<file path="src/hw/rtl/clipped_line_rect_span_gen_top_macros.svh">
// Assertion macros for the span generator.
// Used by the top level only; needs nothing else.
`ifndef CLIPPED_LINE_RECT_SPAN_GEN_TOP_MACROS_SVH
`define CLIPPED_LINE_RECT_SPAN_GEN_TOP_MACROS_SVH

// same-cycle implication
`define CLRS_ASSERT_IMPL(lbl, clk, rst_n, ante, cons) \
	lbl: assert property (@(posedge clk) disable iff (!rst_n) (ante) |-> (cons)) \
		else $error("span generator check failed");

// next-cycle implication
`define CLRS_ASSERT_NEXT(lbl, clk, rst_n, ante, cons) \
	lbl: assert property (@(posedge clk) disable iff (!rst_n) (ante) |=> (cons)) \
		else $error("span generator check failed");

`endif

</file>
<file path="src/hw/rtl/clrs_pkg.sv">
// Shared types, constants and clip helpers for the span generator.
// No dependencies.
package clrs_pkg;

	localparam int COORD_BITS = 16;
	localparam int MAX_DIM    = 4096;
	localparam int DIM_REG_W  = 13;
	localparam int PITCH_W    = 14;
	localparam int CNT_W      = 13;
	localparam int ADDR_W     = 25;
	localparam int COLOR_W    = 32;
	localparam int CFG_W      = (COORD_BITS > PITCH_W) ? COORD_BITS : PITCH_W;
	localparam int CFG_IDX_W  = 3;
	localparam int DIM_BITS   = $clog2(MAX_DIM) + 1;
	// internal signed width: holds a coordinate plus an extent and their difference
	localparam int CW = ((COORD_BITS > DIM_BITS) ? COORD_BITS : DIM_BITS) + 3;
	localparam int NUM_RUNS   = 4;
	localparam int Q_DEPTH    = 4;
	localparam int Q_AW       = $clog2(Q_DEPTH);

	localparam logic signed [CW-1:0] C_ONE  = CW'(1);
	localparam logic signed [CW-1:0] C_ZERO = '0;

	localparam logic [DIM_REG_W-1:0] RST_SCREEN_W = DIM_REG_W'(640);
	localparam logic [DIM_REG_W-1:0] RST_SCREEN_H = DIM_REG_W'(480);
	localparam logic [PITCH_W-1:0]   RST_PITCH    = PITCH_W'(640);
	localparam logic [COORD_BITS-1:0] RST_CLIP_X  = '0;
	localparam logic [COORD_BITS-1:0] RST_CLIP_Y  = '0;
	localparam logic [DIM_REG_W-1:0] RST_CLIP_W   = DIM_REG_W'(640);
	localparam logic [DIM_REG_W-1:0] RST_CLIP_H   = DIM_REG_W'(480);

	typedef enum logic [1:0] {
		CMD_HLINE   = 2'd0,
		CMD_VLINE   = 2'd1,
		CMD_OUTLINE = 2'd2,
		CMD_FILL    = 2'd3
	} cmd_e;

	typedef enum logic [CFG_IDX_W-1:0] {
		CFG_SCREEN_W = 3'd0,
		CFG_SCREEN_H = 3'd1,
		CFG_PITCH    = 3'd2,
		CFG_CLIP_X   = 3'd3,
		CFG_CLIP_Y   = 3'd4,
		CFG_CLIP_W   = 3'd5,
		CFG_CLIP_H   = 3'd6
	} cfg_idx_e;

	typedef struct packed {
		cmd_e                         cmd;
		logic                         use_clip;
		logic signed [COORD_BITS-1:0] x_pos;
		logic signed [COORD_BITS-1:0] y_pos;
		logic signed [COORD_BITS-1:0] span_w;
		logic signed [COORD_BITS-1:0] span_h;
		logic [COLOR_W-1:0]           color;
	} in_item_t;

	typedef struct packed {
		logic [ADDR_W-1:0]  start_addr;
		logic [CNT_W-1:0]   run_cols;
		logic [CNT_W-1:0]   run_rows;
		logic [COLOR_W-1:0] pix_value;
		logic               last;
	} out_item_t;

	typedef struct packed {
		logic [DIM_REG_W-1:0]         screen_w;
		logic [DIM_REG_W-1:0]         screen_h;
		logic signed [COORD_BITS-1:0] clip_x;
		logic signed [COORD_BITS-1:0] clip_y;
		logic [DIM_REG_W-1:0]         clip_w;
		logic [DIM_REG_W-1:0]         clip_h;
	} cfg_t;

	typedef struct packed {
		logic signed [CW-1:0] x;
		logic signed [CW-1:0] y;
		logic signed [CW-1:0] w;
		logic signed [CW-1:0] h;
	} win_t;

	typedef struct packed {
		logic signed [CW-1:0] start;
		logic signed [CW-1:0] len;
	} span_t;

	typedef struct packed {
		logic signed [CW-1:0] sx;
		logic signed [CW-1:0] sy;
		logic [CNT_W-1:0]     cols;
		logic [CNT_W-1:0]     rows;
	} run_t;

	// one classified command: up to four clipped runs, mask marks the live ones
	typedef struct packed {
		run_t [NUM_RUNS-1:0] runs;
		logic [NUM_RUNS-1:0] mask;
		logic [COLOR_W-1:0]  color;
	} q_entry_t;

	function automatic logic signed [CW-1:0] sat_dim(input logic [DIM_REG_W-1:0] v);
		logic [CW-1:0] ve;
		ve = CW'(v);
		if (ve > CW'(MAX_DIM))
			ve = CW'(MAX_DIM);
		return signed'(ve);
	endfunction

	// intersect [a, a+len) with [lo, lo+size); len of result <= 0 when empty
	function automatic span_t clip_span(input logic signed [CW-1:0] a,
			input logic signed [CW-1:0] len, input logic signed [CW-1:0] lo,
			input logic signed [CW-1:0] size);
		span_t r;
		logic signed [CW-1:0] e1;
		logic signed [CW-1:0] e2;
		logic signed [CW-1:0] e;
		r.start = (a > lo) ? a : lo;
		e1 = a + len;
		e2 = lo + size;
		e = (e1 < e2) ? e1 : e2;
		r.len = e - r.start;
		return r;
	endfunction

endpackage

</file>
<file path="src/hw/rtl/clrs_front.sv">
// Front end: input register, window selection and clipping into up to four runs.
// Depends on clrs_pkg.
module clrs_front (
	input  logic              clk,
	input  logic              arst_n,
	input  logic              in_valid,
	output logic              in_stall,
	input  clrs_pkg::in_item_t in_data,
	input  clrs_pkg::cfg_t    cfg,
	output logic              q_push,
	output clrs_pkg::q_entry_t q_entry,
	input  logic              q_full
);
	import clrs_pkg::*;

	logic                 vld_s1;
	cmd_e                 cmd_s1;
	logic                 pos_s1;
	logic signed [CW-1:0] x_s1, y_s1, w_s1, h_s1, xr_s1, yb_s1;
	win_t                 win_s1;
	logic [COLOR_W-1:0]   color_s1;

	logic                 accept;
	logic signed [CW-1:0] x_in, y_in, w_in, h_in;
	win_t                 win_in;

	logic signed [CW-1:0] ax [NUM_RUNS];
	logic signed [CW-1:0] lx [NUM_RUNS];
	logic signed [CW-1:0] ay [NUM_RUNS];
	logic signed [CW-1:0] ly [NUM_RUNS];
	logic [NUM_RUNS-1:0]  en;
	span_t                spx [NUM_RUNS];
	span_t                spy [NUM_RUNS];

	assign in_stall = vld_s1 && q_full;
	assign accept   = in_valid && !in_stall;
	assign q_push   = vld_s1 && !q_full;

	always_comb begin
		x_in = CW'(in_data.x_pos);
		y_in = CW'(in_data.y_pos);
		w_in = CW'(in_data.span_w);
		h_in = CW'(in_data.span_h);
		// fill always uses the screen
		if (in_data.cmd == CMD_FILL || !in_data.use_clip) begin
			win_in.x = C_ZERO;
			win_in.y = C_ZERO;
			win_in.w = sat_dim(cfg.screen_w);
			win_in.h = sat_dim(cfg.screen_h);
		end else begin
			win_in.x = CW'(cfg.clip_x);
			win_in.y = CW'(cfg.clip_y);
			win_in.w = sat_dim(cfg.clip_w);
			win_in.h = sat_dim(cfg.clip_h);
		end
	end

	always_ff @(posedge clk or negedge arst_n) begin
		if (!arst_n) begin
			vld_s1 <= 1'b0;
		end else begin
			vld_s1 <= accept || in_stall;
		end
	end

	always_ff @(posedge clk) begin
		if (accept) begin
			cmd_s1   <= in_data.cmd;
			pos_s1   <= (w_in > C_ZERO) && (h_in > C_ZERO);
			x_s1     <= x_in;
			y_s1     <= y_in;
			w_s1     <= w_in;
			h_s1     <= h_in;
			xr_s1    <= x_in + w_in - C_ONE;
			yb_s1    <= y_in + h_in - C_ONE;
			win_s1   <= win_in;
			color_s1 <= in_data.color;
		end
	end

	// slot order for an outline: top, bottom, left, right
	always_comb begin
		ax[0] = x_s1;  lx[0] = w_s1;  ay[0] = y_s1;  ly[0] = C_ONE;
		ax[1] = x_s1;  lx[1] = w_s1;  ay[1] = yb_s1; ly[1] = C_ONE;
		ax[2] = x_s1;  lx[2] = C_ONE; ay[2] = y_s1;  ly[2] = h_s1;
		ax[3] = xr_s1; lx[3] = C_ONE; ay[3] = y_s1;  ly[3] = h_s1;
		en = '0;
		unique case (cmd_s1)
			CMD_HLINE: begin
				en[0] = 1'b1;
			end
			CMD_VLINE: begin
				lx[0] = C_ONE;
				ly[0] = h_s1;
				en[0] = 1'b1;
			end
			CMD_OUTLINE: begin
				en = {NUM_RUNS{pos_s1}};
			end
			CMD_FILL: begin
				ly[0] = h_s1;
				en[0] = pos_s1;
			end
			default: begin
				en = '0;
			end
		endcase
	end

	always_comb begin
		q_entry.color = color_s1;
		for (int i = 0; i < NUM_RUNS; i++) begin
			spx[i] = clip_span(ax[i], lx[i], win_s1.x, win_s1.w);
			spy[i] = clip_span(ay[i], ly[i], win_s1.y, win_s1.h);
			q_entry.runs[i].sx   = spx[i].start;
			q_entry.runs[i].sy   = spy[i].start;
			q_entry.runs[i].cols = spx[i].len[CNT_W-1:0];
			q_entry.runs[i].rows = spy[i].len[CNT_W-1:0];
			q_entry.mask[i] = en[i] && (spx[i].len > C_ZERO) && (spy[i].len > C_ZERO);
		end
	end

endmodule

</file>
<file path="src/hw/rtl/clrs_fifo.sv">
// Short queue of classified commands between front and back end.
// Depends on clrs_pkg.
module clrs_fifo (
	input  logic               clk,
	input  logic               arst_n,
	input  logic               push,
	input  clrs_pkg::q_entry_t push_data,
	input  logic               pop,
	output clrs_pkg::q_entry_t head,
	output logic               full,
	output logic               empty
);
	import clrs_pkg::*;

	q_entry_t        entries_q [Q_DEPTH];
	logic [Q_AW-1:0] wr_ptr_q;
	logic [Q_AW-1:0] rd_ptr_q;
	logic [Q_AW:0]   count_q;

	assign full  = count_q == (Q_AW+1)'(Q_DEPTH);
	assign empty = count_q == '0;
	assign head  = entries_q[rd_ptr_q];

	always_ff @(posedge clk or negedge arst_n) begin
		if (!arst_n) begin
			wr_ptr_q <= '0;
			rd_ptr_q <= '0;
			count_q  <= '0;
		end else begin
			if (push)
				wr_ptr_q <= wr_ptr_q + Q_AW'(1);
			if (pop)
				rd_ptr_q <= rd_ptr_q + Q_AW'(1);
			if (push && !pop)
				count_q <= count_q + (Q_AW+1)'(1);
			else if (pop && !push)
				count_q <= count_q - (Q_AW+1)'(1);
		end
	end

	always_ff @(posedge clk) begin
		if (push)
			entries_q[wr_ptr_q] <= push_data;
	end

endmodule

</file>
<file path="src/hw/rtl/clrs_back.sv">
// Back end: walks the head's runs into the output register, one per cycle unless stalled.
// Depends on clrs_pkg.
module clrs_back (
	input  logic                  clk,
	input  logic                  arst_n,
	input  clrs_pkg::q_entry_t    head,
	input  logic                  q_empty,
	output logic                  pop,
	input  logic [clrs_pkg::PITCH_W-1:0] pitch,
	output logic                  out_valid,
	input  logic                  out_stall,
	output clrs_pkg::out_item_t   out_data
);
	import clrs_pkg::*;

	localparam int PROD_W = CW + PITCH_W + 1;

	logic [NUM_RUNS-1:0]     taken_q;
	logic                    out_valid_q;
	out_item_t               out_data_q;

	logic [NUM_RUNS-1:0]     rem;
	logic [NUM_RUNS-1:0]     pick;
	logic [NUM_RUNS-1:0]     more;
	logic                    load_ok;
	logic                    emit;
	run_t                    sel;
	logic signed [PROD_W-1:0] addr_full;

	assign rem     = head.mask & ~taken_q;
	assign pick    = rem & (~rem + NUM_RUNS'(1));
	assign more    = rem & ~pick;
	assign load_ok = !out_valid_q || !out_stall;
	assign emit    = !q_empty && (rem != '0) && load_ok;
	// a command with nothing left (or nothing at all) leaves the queue
	assign pop     = !q_empty && ((rem == '0) || (emit && more == '0));

	always_comb begin
		sel = '0;
		for (int i = 0; i < NUM_RUNS; i++) begin
			if (pick[i])
				sel = head.runs[i];
		end
		addr_full = sel.sy * $signed({1'b0, pitch}) + PROD_W'(sel.sx);
	end

	always_ff @(posedge clk or negedge arst_n) begin
		if (!arst_n) begin
			taken_q     <= '0;
			out_valid_q <= 1'b0;
		end else begin
			if (pop)
				taken_q <= '0;
			else if (emit)
				taken_q <= taken_q | pick;
			if (emit)
				out_valid_q <= 1'b1;
			else if (!out_stall)
				out_valid_q <= 1'b0;
		end
	end

	always_ff @(posedge clk) begin
		if (emit) begin
			out_data_q.start_addr <= addr_full[ADDR_W-1:0];
			out_data_q.run_cols   <= sel.cols;
			out_data_q.run_rows   <= sel.rows;
			out_data_q.pix_value  <= head.color;
			out_data_q.last       <= (more == '0);
		end
	end

	assign out_valid = out_valid_q;
	assign out_data  = out_data_q;

endmodule

</file>
<file path="src/hw/rtl/clipped_line_rect_span_gen_top.sv">
// Clipped line / rectangle span generator. Each accepted command (hline, vline,
// rectangle outline, filled rectangle) is registered and clipped in the front end,
// queued (four deep), and turned by the back end into write descriptors, one per
// cycle while the output is not stalled: hlines, vlines and fills give one, an
// outline one per visible side (up to four), and a command clipped away entirely
// leaves the queue with no output. The back end's single output register sets the
// throughput. A result passes the input register, queue and output register.
// Depends on clrs_pkg, clrs_front, clrs_fifo, clrs_back and the macros header.
`include "clipped_line_rect_span_gen_top_macros.svh"

module clipped_line_rect_span_gen_top (
	input  logic                            clk,
	input  logic                            arst_n,
	input  logic                            in_valid,
	output logic                            in_stall,
	input  clrs_pkg::in_item_t              in_data,
	output logic                            out_valid,
	input  logic                            out_stall,
	output clrs_pkg::out_item_t             out_data,
	input  logic                            cfg_we,
	input  logic [clrs_pkg::CFG_IDX_W-1:0]  cfg_idx,
	input  logic [clrs_pkg::CFG_W-1:0]      cfg_wdata
);
	import clrs_pkg::*;

	cfg_t               cfg_q;
	logic [PITCH_W-1:0] pitch_q;

	logic     q_push;
	logic     q_pop;
	logic     q_full;
	logic     q_empty;
	q_entry_t q_in;
	q_entry_t q_head;

	always_ff @(posedge clk or negedge arst_n) begin
		if (!arst_n) begin
			cfg_q.screen_w <= RST_SCREEN_W;
			cfg_q.screen_h <= RST_SCREEN_H;
			pitch_q        <= RST_PITCH;
			cfg_q.clip_x   <= RST_CLIP_X;
			cfg_q.clip_y   <= RST_CLIP_Y;
			cfg_q.clip_w   <= RST_CLIP_W;
			cfg_q.clip_h   <= RST_CLIP_H;
		end else if (cfg_we) begin
			unique case (cfg_idx)
				CFG_SCREEN_W: cfg_q.screen_w <= cfg_wdata[DIM_REG_W-1:0];
				CFG_SCREEN_H: cfg_q.screen_h <= cfg_wdata[DIM_REG_W-1:0];
				CFG_PITCH:    pitch_q        <= cfg_wdata[PITCH_W-1:0];
				CFG_CLIP_X:   cfg_q.clip_x   <= cfg_wdata[COORD_BITS-1:0];
				CFG_CLIP_Y:   cfg_q.clip_y   <= cfg_wdata[COORD_BITS-1:0];
				CFG_CLIP_W:   cfg_q.clip_w   <= cfg_wdata[DIM_REG_W-1:0];
				CFG_CLIP_H:   cfg_q.clip_h   <= cfg_wdata[DIM_REG_W-1:0];
				default: begin
				end
			endcase
		end
	end

	clrs_front u_front (
		.clk      (clk),
		.arst_n   (arst_n),
		.in_valid (in_valid),
		.in_stall (in_stall),
		.in_data  (in_data),
		.cfg      (cfg_q),
		.q_push   (q_push),
		.q_entry  (q_in),
		.q_full   (q_full)
	);

	clrs_fifo u_fifo (
		.clk       (clk),
		.arst_n    (arst_n),
		.push      (q_push),
		.push_data (q_in),
		.pop       (q_pop),
		.head      (q_head),
		.full      (q_full),
		.empty     (q_empty)
	);

	clrs_back u_back (
		.clk       (clk),
		.arst_n    (arst_n),
		.head      (q_head),
		.q_empty   (q_empty),
		.pop       (q_pop),
		.pitch     (pitch_q),
		.out_valid (out_valid),
		.out_stall (out_stall),
		.out_data  (out_data)
	);

	// every emitted run covers at least one pixel
	`CLRS_ASSERT_IMPL(a_run_nonempty, clk, arst_n, out_valid,
		(out_data.run_cols != '0) && (out_data.run_rows != '0))
	// runs of one command follow each other without a gap
	`CLRS_ASSERT_NEXT(a_runs_contiguous, clk, arst_n,
		out_valid && !out_stall && !out_data.last, out_valid)
	// the back end never takes from an empty queue
	`CLRS_ASSERT_IMPL(a_no_underflow, clk, arst_n, q_pop, !q_empty)

endmodule

</file>
<file path="config.mk">
export PLATFORM = sky130hd
export DESIGN_NAME = clipped_line_rect_span_gen_top
export DESIGN_NICKNAME = d
export VERILOG_FILES = /design/src/hw/rtl/clrs_pkg.sv /design/src/hw/rtl/clrs_front.sv /design/src/hw/rtl/clrs_fifo.sv /design/src/hw/rtl/clrs_back.sv /design/src/hw/rtl/clipped_line_rect_span_gen_top.sv
export VERILOG_INCLUDE_DIRS = /design/src /design/src/hw/rtl
export SDC_FILE = /design/constraint.sdc
export NUM_CORES = 2
export LEC_CHECK = 0
export BUFFER_PORTS_ARGS = -buffer_cell sky130_fd_sc_hd__buf_2
export CORE_MARGIN = 1
export CORE_UTILIZATION = 40
export DETAILED_ROUTE_END_ITERATION = 7
export SLEW_MARGIN = 20
export SYNTH_ARGS = -nofsm -noshare
export SYNTH_HDL_FRONTEND = slang
export SYNTH_SLANG_ARGS = --single-unit
</file>
<file path="constraint.sdc">
create_clock -name clk -period 12 [get_ports clk]
set_clock_uncertainty 0.15 [all_clocks]
set_input_delay 1.8 -clock clk [delete_from_list [all_inputs] [get_ports clk]]
set_output_delay 1.8 -clock clk [all_outputs]
set_load 0.01 [all_outputs]
</file>
==> impl_results.html <==
<table>
<tr><th>Metric</th><th>Value</th></tr>
<tr><th colspan="2">Status</th></tr>
<tr><td>Status</td><td>complete, no violations</td></tr>
<tr><th colspan="2">Floorplan</th></tr>
<tr><td>Number of ports placed on the die boundary</td><td>about 210</td></tr>
<tr><td>DIE AREA</td><td>roughly 0.18 mm2</td></tr>
<tr><td>Starting density of the core</td><td>0.4023</td></tr>
<tr><td>Floorplan die height</td><td>422.6 um</td></tr>
<tr><td>Horiz. Die Dim</td><td>between 400 and 500 um</td></tr>
<tr><td>Core region area</td><td>0.1759 mm2</td></tr>
<tr><td>Cell Rows</td><td>154</td></tr>
<tr><th colspan="2">Placed design</th></tr>
<tr><td>Number of input and output port buffers inserted</td><td>approximately 210</td></tr>
<tr><td>Post-DP HPWL</td><td>about 140 mm</td></tr>
<tr><td>Final weighted congestion of routability-driven global placement</td><td>0.9369</td></tr>
<tr><th colspan="2">Synth</th></tr>
<tr><td>Cell Area, Synth</td><td>0.07077 mm2</td></tr>
<tr><td>Proportion of synthesized flip-flops having asynchronous set or reset</td><td>0.09423</td></tr>
<tr><td>Post-Syn Nets</td><td>6499</td></tr>
<tr><td>Average size of a mapped cell</td><td>12.57 um2</td></tr>
<tr><td>Synth top cells by count</td><td>edfxtp_1, ha_1, inv_1, nand2_1</td></tr>
<tr><td>Area share of the largest cell type after synthesis</td><td>0.4528</td></tr>
<tr><td>Most instantiated library cell after synthesis</td><td>edfxtp_1</td></tr>
<tr><td>Number of distinct library cells after synthesis</td><td>95</td></tr>
<tr><td>Sequential share of the synthesized area</td><td>0.4923</td></tr>
<tr><td>Post-synthesis cell count</td><td>5630</td></tr>
<tr><td>Number of enable flip-flop cells after synthesis</td><td>1067</td></tr>
<tr><td>Most area-consuming cells after synthesis</td><td>edfxtp_1, ha_1, fa_1, mux4_2, dfrtp_1</td></tr>
<tr><td>Most used flip-flop cell after synthesis</td><td>edfxtp_1</td></tr>
<tr><td>Synth warnings</td><td>0</td></tr>
<tr><td>Number of synthesized register bits</td><td>1178</td></tr>
<tr><td>Post-synthesis cell type with the largest combined area</td><td>edfxtp_1</td></tr>
<tr><th colspan="2">Drt</th></tr>
<tr><td>Number of design rule violations left after detail routing</td><td>0</td></tr>
<tr><td>DR pass1 iterations</td><td>6</td></tr>
<tr><td>Aggregate routed wire length</td><td>191.8 mm</td></tr>
<tr><td>Via count normalized by instance count</td><td>5.547</td></tr>
<tr><td>Routed WL per cell</td><td>22.93 um</td></tr>
<tr><td>Initial drt markers</td><td>3647</td></tr>
<tr><td>Count of nets left with antenna violations after detail routing</td><td>0</td></tr>
<tr><td>Vias</td><td>~46000</td></tr>
<tr><th colspan="2">Setup path</th></tr>
<tr><td>Startpoint class of the critical path</td><td>flop</td></tr>
<tr><td>Type of element capturing the critical path</td><td>flop</td></tr>
<tr><td>Worst Path Max Fanout</td><td>33</td></tr>
<tr><td>Critical path start-end classification</td><td>flop to flop</td></tr>
<tr><td>Arrival time of the worst setup path</td><td>~9.3 ns</td></tr>
<tr><td>Critical path buffers and inverters</td><td>4</td></tr>
<tr><td>Slowest CP cell</td><td>or4_1</td></tr>
<tr><td>Data required time of the critical path</td><td>12.34 ns</td></tr>
<tr><td>CP dominant cell by count</td><td>a21o_1</td></tr>
<tr><td>Gate family responsible for the most delay along the worst path</td><td>compound AO/OA/AOI/OAI gates</td></tr>
<tr><td>Slowest Stage Delay on Critical Path</td><td>between 0.4 and 0.5 ns</td></tr>
<tr><th colspan="2">Clock network</th></tr>
<tr><td>Clock insertion delay at the later pin of the skew report</td><td>0.79 ns</td></tr>
<tr><td>Hold-fix buffers, CTS</td><td>0</td></tr>
<tr><td>Gates resized, CTS repair</td><td>0</td></tr>
<tr><td>Maximum root-to-sink buffer count</td><td>3</td></tr>
<tr><td>Clock tree from TritonCTS</td><td>yes</td></tr>
<tr><td>Number of buffers added for setup after CTS</td><td>0</td></tr>
<tr><td>Depth of the CTS H-tree</td><td>4</td></tr>
<tr><td># clock sinks</td><td>1178</td></tr>
<tr><td>Clk slew on worst S/H paths</td><td>0.06 ns</td></tr>
<tr><td>Root buffer cell</td><td>clkbuf_16</td></tr>
<tr><td>Number of CTS-inserted buffers</td><td>131</td></tr>
<tr><th colspan="2">Global routing</th></tr>
<tr><td>First-pass GRT wire length</td><td>around 290 mm</td></tr>
<tr><td>Global route overflow</td><td>0</td></tr>
<tr><td>Initial antenna violation count</td><td>8</td></tr>
<tr><td>Via count of the first global-routing pass</td><td>about 46000</td></tr>
<tr><td>Total Routing Usage GR</td><td>0.2116</td></tr>
<tr><td>Largest net degree at the start of global routing</td><td>152</td></tr>
<tr><th colspan="2">Timing</th></tr>
<tr><td>Tightest Pin Transition</td><td>1.227 ns</td></tr>
<tr><td>Final period utilization</td><td>0.7489</td></tr>
<tr><td>Number of max-slew violations in the final report</td><td>0</td></tr>
<tr><td>RSZ-0062 raised after global routing</td><td>no</td></tr>
<tr><td>Setup tns final</td><td>0 ns</td></tr>
<tr><td>Maximum clock frequency</td><td>about 110 MHz</td></tr>
<tr><td>Final Critical Period</td><td>8.987 ns</td></tr>
<tr><td>Final number of setup-violating endpoints</td><td>0</td></tr>
<tr><td>Headroom to the max-slew limit</td><td>0.1732</td></tr>
<tr><td>Number of hold violations in the final report</td><td>0</td></tr>
<tr><th colspan="2">Layout</th></tr>
<tr><td>Area growth syn-to-layout</td><td>12.08%</td></tr>
<tr><td>Layout cells sized above 1</td><td>0.1445</td></tr>
<tr><td>Total Nets Final</td><td>approximately 6800</td></tr>
<tr><th colspan="2">Hold path</th></tr>
<tr><td>Worst min path class</td><td>flop to flop</td></tr>
<tr><th colspan="2">Flow run</th></tr>
<tr><td>Count of maximum capacitance violations</td><td>0</td></tr>
</table>
cells by family (layout without fill, tap and decap cells):
| kind of cell | count (synthesis) | in the layout | synth area share |
|---|---|---|---|
| xor+xnor | 310 | 310 | 0.03867 |
| other cells | 0 | 7 | 0 |
| buf+inv | 667 | 1057 | 0.03616 |
| flops | 1178 | 1178 | 0.4923 |
| simple gates | 1278 | 1278 | 0.09024 |
| mux | 439 | 439 | 0.09427 |
| compound gates | 1011 | 1011 | 0.09268 |
| fa+ha+maj | 747 | 747 | 0.1557 |
area by class of cell:
cell class / instances / area, um2
timing repair buffer: 307 / 1877
sequential: 1178 / 34840
clock inverter: 66 / 660.6
inverter: 510 / 1914
tap: 2340 / 2928
fill: 15860 / 96600
antenna: 7 / 17.52
clock buffer: 174 / 3586
multi-input combinational: 3785 / 33490
final timing paths:
check / from / end / slack [ns] / depth (start not counted)
worst min-delay path: cfg_q[55] / cfg_q[55] / 0.35 / 1
worst max-delay path: u_front.cmd_s1[0] / u_fifo.entries_q[3][32] / 3.01 / 34
worst max register to register: u_front.cmd_s1[0] / u_fifo.entries_q[3][32] / 3.01 / 34
max in group asynchronous: arst_n / u_fifo.rd_ptr_q[1] / 9.37 / 2
worst min register to register: cfg_q[55] / cfg_q[55] / 0.35 / 1
min in group asynchronous: arst_n / cfg_q[35] / 0.96 / 1
routing by layer:
metal | vias up | share of wire | track usage
met5 | - | 0.000099 | 0
met4 | 2 | 0.028 | 0.06510
met3 | 254 | 0.060 | 0.03143
met2 | 1477 | 0.44 | 0.3197
met1 | 23280 | 0.47 | 0.3124
li1 | 21400 | - | -
state kept, by name, summed over array words and instances, names as in the netlist, 3 cells and up:
register          count
u_front.y_s1         16
cfg_q                84
u_back.taken_q        4
u_front.xr_s1        19
pitch_q              14
u_fifo.count_q        3
u_front.x_s1         16
u_fifo.entries_q    788
u_front.h_s1         16
u_front.color_s1     32
u_front.w_s1         16
u_front.win_s1       58
u_front.yb_s1        19
u_back.out_data      84
stage by stage:
stage                     cell area, um2    util  hold WS (ns)  worst slack, ns  cells
after floorplan                    70770       -        0.3087           0.8650   5630
after global routing               79300  0.4508        0.3665            2.440   8360
after CTS                          79240  0.4505        0.3511            2.909   8358
after detailed placement           75000  0.4263        0.3374            2.919   8118
after global placement             74980  0.4262        0.3195            2.886   8118
final                              79320  0.4509        0.3475            3.013   8367
cell usage in the layout (no fill, tap or decap), types with 38 or more instances in the layout:
cell	instances
edfxtp_1	1067
ha_1	523
inv_1	510
nand2_1	382
nor2_1	250
a21oi_1	248
fa_1	223
o21ai_0	215
xnor2_1	211
buf_2	207
mux4_2	167
mux2_2	150
clkbuf_16	136
and2_1	125
mux2i_1	121
xor2_1	97
dfrtp_1	95
buf_4	94
a21o_1	88
nor3_1	75
nand3_1	74
o21a_1	73
nor2b_1	72
and3_1	66
nand2b_1	63
a31oi_1	44
nand4_1	38
Power is not shown: default switching activity piles up to over one toggle a cycle in this logic, so the estimate is an artifact.
